[src/hdl/mts_pkg.sv]
// ----------------------------------------------------------------------------
// mts_pkg
// Shared types and constants of the min tracking stack: controller states,
// status codes and the command and status groups between controller and
// datapath.
// ----------------------------------------------------------------------------
package mts_pkg;

	localparam int unsigned DEFAULT_DEPTH = 256;
	localparam int unsigned DATA_W = 32;

	typedef enum logic [1:0] {
		ST_OK        = 2'd0,
		ST_POP_EMPTY = 2'd1,
		ST_PUSH_FULL = 2'd2
	} status_t;

	typedef enum logic [1:0] {
		S_IDLE,
		S_EXEC,
		S_LOAD,
		S_RESULT
	} state_t;

	typedef struct packed {
		logic load_op;
		logic exec;
		logic load_top;
		logic load_out;
	} cmd_t;

	typedef struct packed {
		logic need_load;
		logic out_free;
	} sts_t;

endpackage

[src/hdl/mts_ctrl.sv]
// ----------------------------------------------------------------------------
// mts_ctrl
// Sequencer of the min tracking stack: accept, execute, reload the top entry
// after a pop when needed, and hand the result to the output register.
// ----------------------------------------------------------------------------
module mts_ctrl
	import mts_pkg::*;
(
	input  logic   clk,
	input  logic   arst_n,
	input  logic   in_valid,
	output logic   in_ready,
	input  sts_t   sts,
	output cmd_t   cmd
);

	state_t state_q;
	state_t state_d;

	always_ff @(posedge clk or negedge arst_n) begin
		if (!arst_n) begin
			state_q <= S_IDLE;
		end else begin
			state_q <= state_d;
		end
	end

	always_comb begin
		state_d  = state_q;
		cmd      = '0;
		in_ready = 1'b0;
		case (state_q)
			S_IDLE: begin
				in_ready = 1'b1;
				if (in_valid) begin
					cmd.load_op = 1'b1;
					state_d     = S_EXEC;
				end
			end
			S_EXEC: begin
				cmd.exec = 1'b1;
				state_d  = sts.need_load ? S_LOAD : S_RESULT;
			end
			S_LOAD: begin
				cmd.load_top = 1'b1;
				state_d      = S_RESULT;
			end
			S_RESULT: begin
				if (sts.out_free) begin
					cmd.load_out = 1'b1;
					state_d      = S_IDLE;
				end
			end
			default: begin
				state_d = S_IDLE;
			end
		endcase
	end

endmodule

[config.mk]
export PLATFORM = sky130hd
export DESIGN_NAME = mts_ctrl
export DESIGN_NICKNAME = d
export VERILOG_FILES = /design/src/hdl/mts_pkg.sv /design/src/hdl/mts_ctrl.sv
export SDC_FILE = /design/constraint.sdc
export NUM_CORES = 1
export LEC_CHECK = 0
export BUFFER_PORTS_ARGS = -buffer_cell sky130_fd_sc_hd__buf_4
export CAP_MARGIN = 20
export CORE_AREA = 2 2 39 41
export CTS_CLUSTER_SIZE = 12
export DETAILED_ROUTE_END_ITERATION = 6
export DIE_AREA = 0 0 41 43
export SLEW_MARGIN = 5
export SYNTH_ARGS = -nofsm -noshare
export SYNTH_HDL_FRONTEND = slang
export SYNTH_SLANG_ARGS = --single-unit
[constraint.sdc]
create_clock -name clk -period 3.9 [get_ports clk]
set_input_delay 0.585 -clock clk [delete_from_list [all_inputs] [get_ports clk]]
set_output_delay 0.585 -clock clk [all_outputs]
set_load 0.01 [all_outputs]
# == Word level (Yosys, flattened, before mapping) ==
# Cells that the tools add are included.
# word_totals
latch_bits,0
register_bits,2
in_bits,5
mem_count,0
output_inout_bits,5
romBits,0
mem_bits_rw,0
elab_cells,19
# classes
n_mul,0
eq_ne,5
shifts,0
n_div,0
n_reduce_logical,2
n_addsub,0
magnitude_cmp,0
bitwise,0
muxes,11
# ops
op,count
1-bit two-way mux,8
2-bit one-hot mux with 4 select lines,1
"2-bit == test, second input constant",2
2-bit two-way mux,2
"2-bit != test, second input constant",2
"2-bit by 1-bit == test with 1-bit output, second input constant",1
2-bit logical NOT,1
2-bit AND reduction,1

# == Depth between registers and ports, before layout ==
# depth
word_depth,3
depth_mapped,5
mapped_depth_nobuf,5

# == Least setup slack after synthesis ==
# OpenSTA, ideal clock, no wires.
# synth_path
kind,reg-to-output
startpoint,reg state_q[0]
endpoint,out cmd[3] (netlist name)
t_required_ns,3.315
path_stages_with_launch,4
arrival_ns,0.925
setup_slack_ns,2.390
n_path_buf,0
cell_sequence,dfrtp_1 inv_1 ha_1 and2_1
# synth_lines
element,line_no,rtl
from (decl),mts_ctrl.sv:17,state_t state_q;
from (signal assigned),mts_ctrl.sv:24,state_q <= state_d;
to (decl),mts_ctrl.sv:14,output cmd_t cmd

==> summary.txt <==
outcome - finished, final reports clean
crit end category - primary output
Synth warnings - 0
Tot GR Track Use - 6.02%
WP data required - 3.31 ns
area grow syn2layout - 59.5%
CP max FO - 5
DR pass1 iterations - 1
clk root buf - clkbuf_4
worst-path cell chain - inv_1, ha_1, and2_1, buf_4
GP Congestion - 0.597
Seq pwr share - 20.8%
most common cell after layout, fill and taps aside - buf_4
Vias/cell - 3.43
top cells by area, synth - dfrtp_1 27%, ha_1 27%, mux2_4 8.1%, o31ai_1 8.1%, nor2b_4 7.4%
Die ar. - 1760 sq um
setup tns final - 0 ns
most frequent cells in the layout - 9 x buf_4, 4 x ha_1, 3 x clkbuf_4
share of cells above drive strength 1 - 50.0%
vias in the first global route - 155
Synth Area in Simple Gates - 19.6%
Largest regs - state_q (2)
Compound-Gate Fraction of Synth Area - 12.2%
postcts setup bufs - 0
global-route wire length before repair - 579 um
Inserted Clock Buffers - 3
CP max-delay cell - dfrtp_1
final setup violation count - 0
Setup CP Type - flip-flop to primary output
grt total ovfl - 0
Clk network pwr share - 20.4%
max_cap viols - 0
sequential cell area - 50.0 sq um
Psw - 0.0860 mW
clk buf depth - 2
Ports - 10
Leakage - 0.164 nW
synthesized flop and latch total - 2
Switching Share - 37.3%
worst stage delay on the critical path - 0.40 ns
most flop-heavy register - state_q
Post-Synth Adder-Cell Area - 27.0%
Final Skew - 0.00224 ns
clock sink total - 2
Crit path max-delay family - flip-flops
antenna violations before repair - 0
Starting Density - 13.4%
area of the multi-input gates - 124 sq um
final hold violation count - 0
power per cell area - 781 nW/um^2
CTS tree - built
Core Area - 1380 sq um
cell accounting for the most synthesized area - dfrtp_1
diode count - 0
CTS Hold Buffers Added - 0
Final Net Count - 41
vias post-DR - 158
internal power - 0.145 mW
Vert. Die Dim - 43 um
Die Wd - 41 um
worst skew pair latency - 0.23 ns
Detailed Route Iter0 Violations - 0
fin. max-slew vios - 0
mux contribution to synthesized area - 8.11%
Synth Area in XOR/XNOR - 0%
Seq/Total Area, Yosys - 27.0%
HP Class - input port to async pin
fill cell count - 153
crit path time final - 1.84 ns
routed wire length - 400 um
Layout Cells excl Fill - 46
Residual DRC - 0
post-cts resize count - 0
Netlist cell types - 11
htree depth - 1
Post-DP HPWL - 298 um
Synth Cell Area - 185 sq um
routed wire length per instance - 8.70 um
achievable frequency - 544 MHz
syn avg cell area - 10.3 sq um
worst slew pin tran - 0.209 ns
RSZ-0062 raised after global routing - false
CP startpoint kind - flip-flop
Max-slew headroom - 86.0%
Worst Path Arrival - 1.25 ns
Synth Instances - 18
Max VDD drop - 0.000170 V
DP Cell Count - 43
Post-Syn Nets - 27
clk slew on worst S/H paths - 0.03 ns
post-synth top area share - 27.0%
crit path buf inv count - 2
max reg flops - 2
port buffer count - 9
pin count of the biggest net entering global routing - 6
Final ANT Viol Nets - 0
# rows - 14
fin crit share - 47.1%
largest family of logic cells by synthesized area - adder cells
Logic pwr share - 58.7%
==> power by group through the flow <==
stage / Combinational [mW] / Sequential [mW] / Clock (mW)
2_1_floorplan: 0.0914 / 0.0439 / 0
3_3_place_gp: 0.136 / 0.0464 / 0
3_5_place_dp: 0.138 / 0.0479 / 0
4_1_cts: 0.138 / 0.0478 / 0.0501
5_1_grt: 0.152 / 0.0504 / 0.0508
6_report: 0.135 / 0.0480 / 0.0471
==> worst paths after layout <==
path	from	to	slack, ns	cells past startpoint
max	state_q[0]	cmd[3]	2.06	4
min	arst_n	state_q[0]	0.13	1
max reg2reg	state_q[0]	state_q[1]	2.53	4
min reg2reg	state_q[0]	state_q[0]	0.55	1
max in group asynchronous	arst_n	state_q[1]	3.68	1
min in group clk	state_q[0]	state_q[0]	0.55	1
==> layout make-up <==
cell class	instances	share of cell area, %
Clock buffer	3	7.63
Inverter	3	3.81
Multi-Input combinational cell	13	41.9
Sequential cell	2	16.9
Tap cell	16	6.78
Timing Repair Buffer	9	22.9
==> metal layers <==
layer / wire length (um) / vias to the layer above / global-route usage, % / share of wire (%)
li1: - / 83 / - / -
met1: 166 / 71 / 5.45 / 42
met2: 207 / 4 / 6.88 / 52
met3: 26 / 0 / 3.14 / 6.5
met4: 0 / 0 / 10.0 / 0
met5: 0 / - / 0 / 0
==> cells by family after synthesis <==
kind of cell,Yosys count
AOI/OAI and AO/OA,3
muxes,1
DFF,2
adders and majority gates,4
buffers and inverters,3
and+or+nand+nor,5
==> worst reg2reg max path, stage by stage (launching register included) <==
cell,delay [ns]
dfrtp_1,0.41
ha_1,0.23
nor2b_4,0.13
a21o_1,0.18
mux2_4,0.30
==> stage by stage <==
| step | setup slack, ns | area (sq um) | hold WS (ns) | utilization [%] | total power [mW] |
|---|---|---|---|---|---|
| final | 2.06 | 295 | 0.132 | 21.3 | 0.230 |
| after global routing | 1.99 | 295 | 0.125 | 21.3 | 0.253 |
| after CTS | 2.04 | 295 | 0.125 | 21.3 | 0.236 |
| after detailed placement | 2.29 | 273 | 0.370 | 19.7 | 0.186 |
| after global placement | 2.31 | 273 | 0.368 | 19.7 | 0.183 |
| after floorplan | 2.39 | 185 | 0.289 | - | 0.135 |
==> cell usage after synthesis (all sizes together) <==
library cell  number
nor2b              2
a21o               1
dfrtp              2
inv                3
mux2               1
ha                 4
nor2               1
o31ai              2
and2               2
Note: power is estimated with default switching activity, not from simulation.
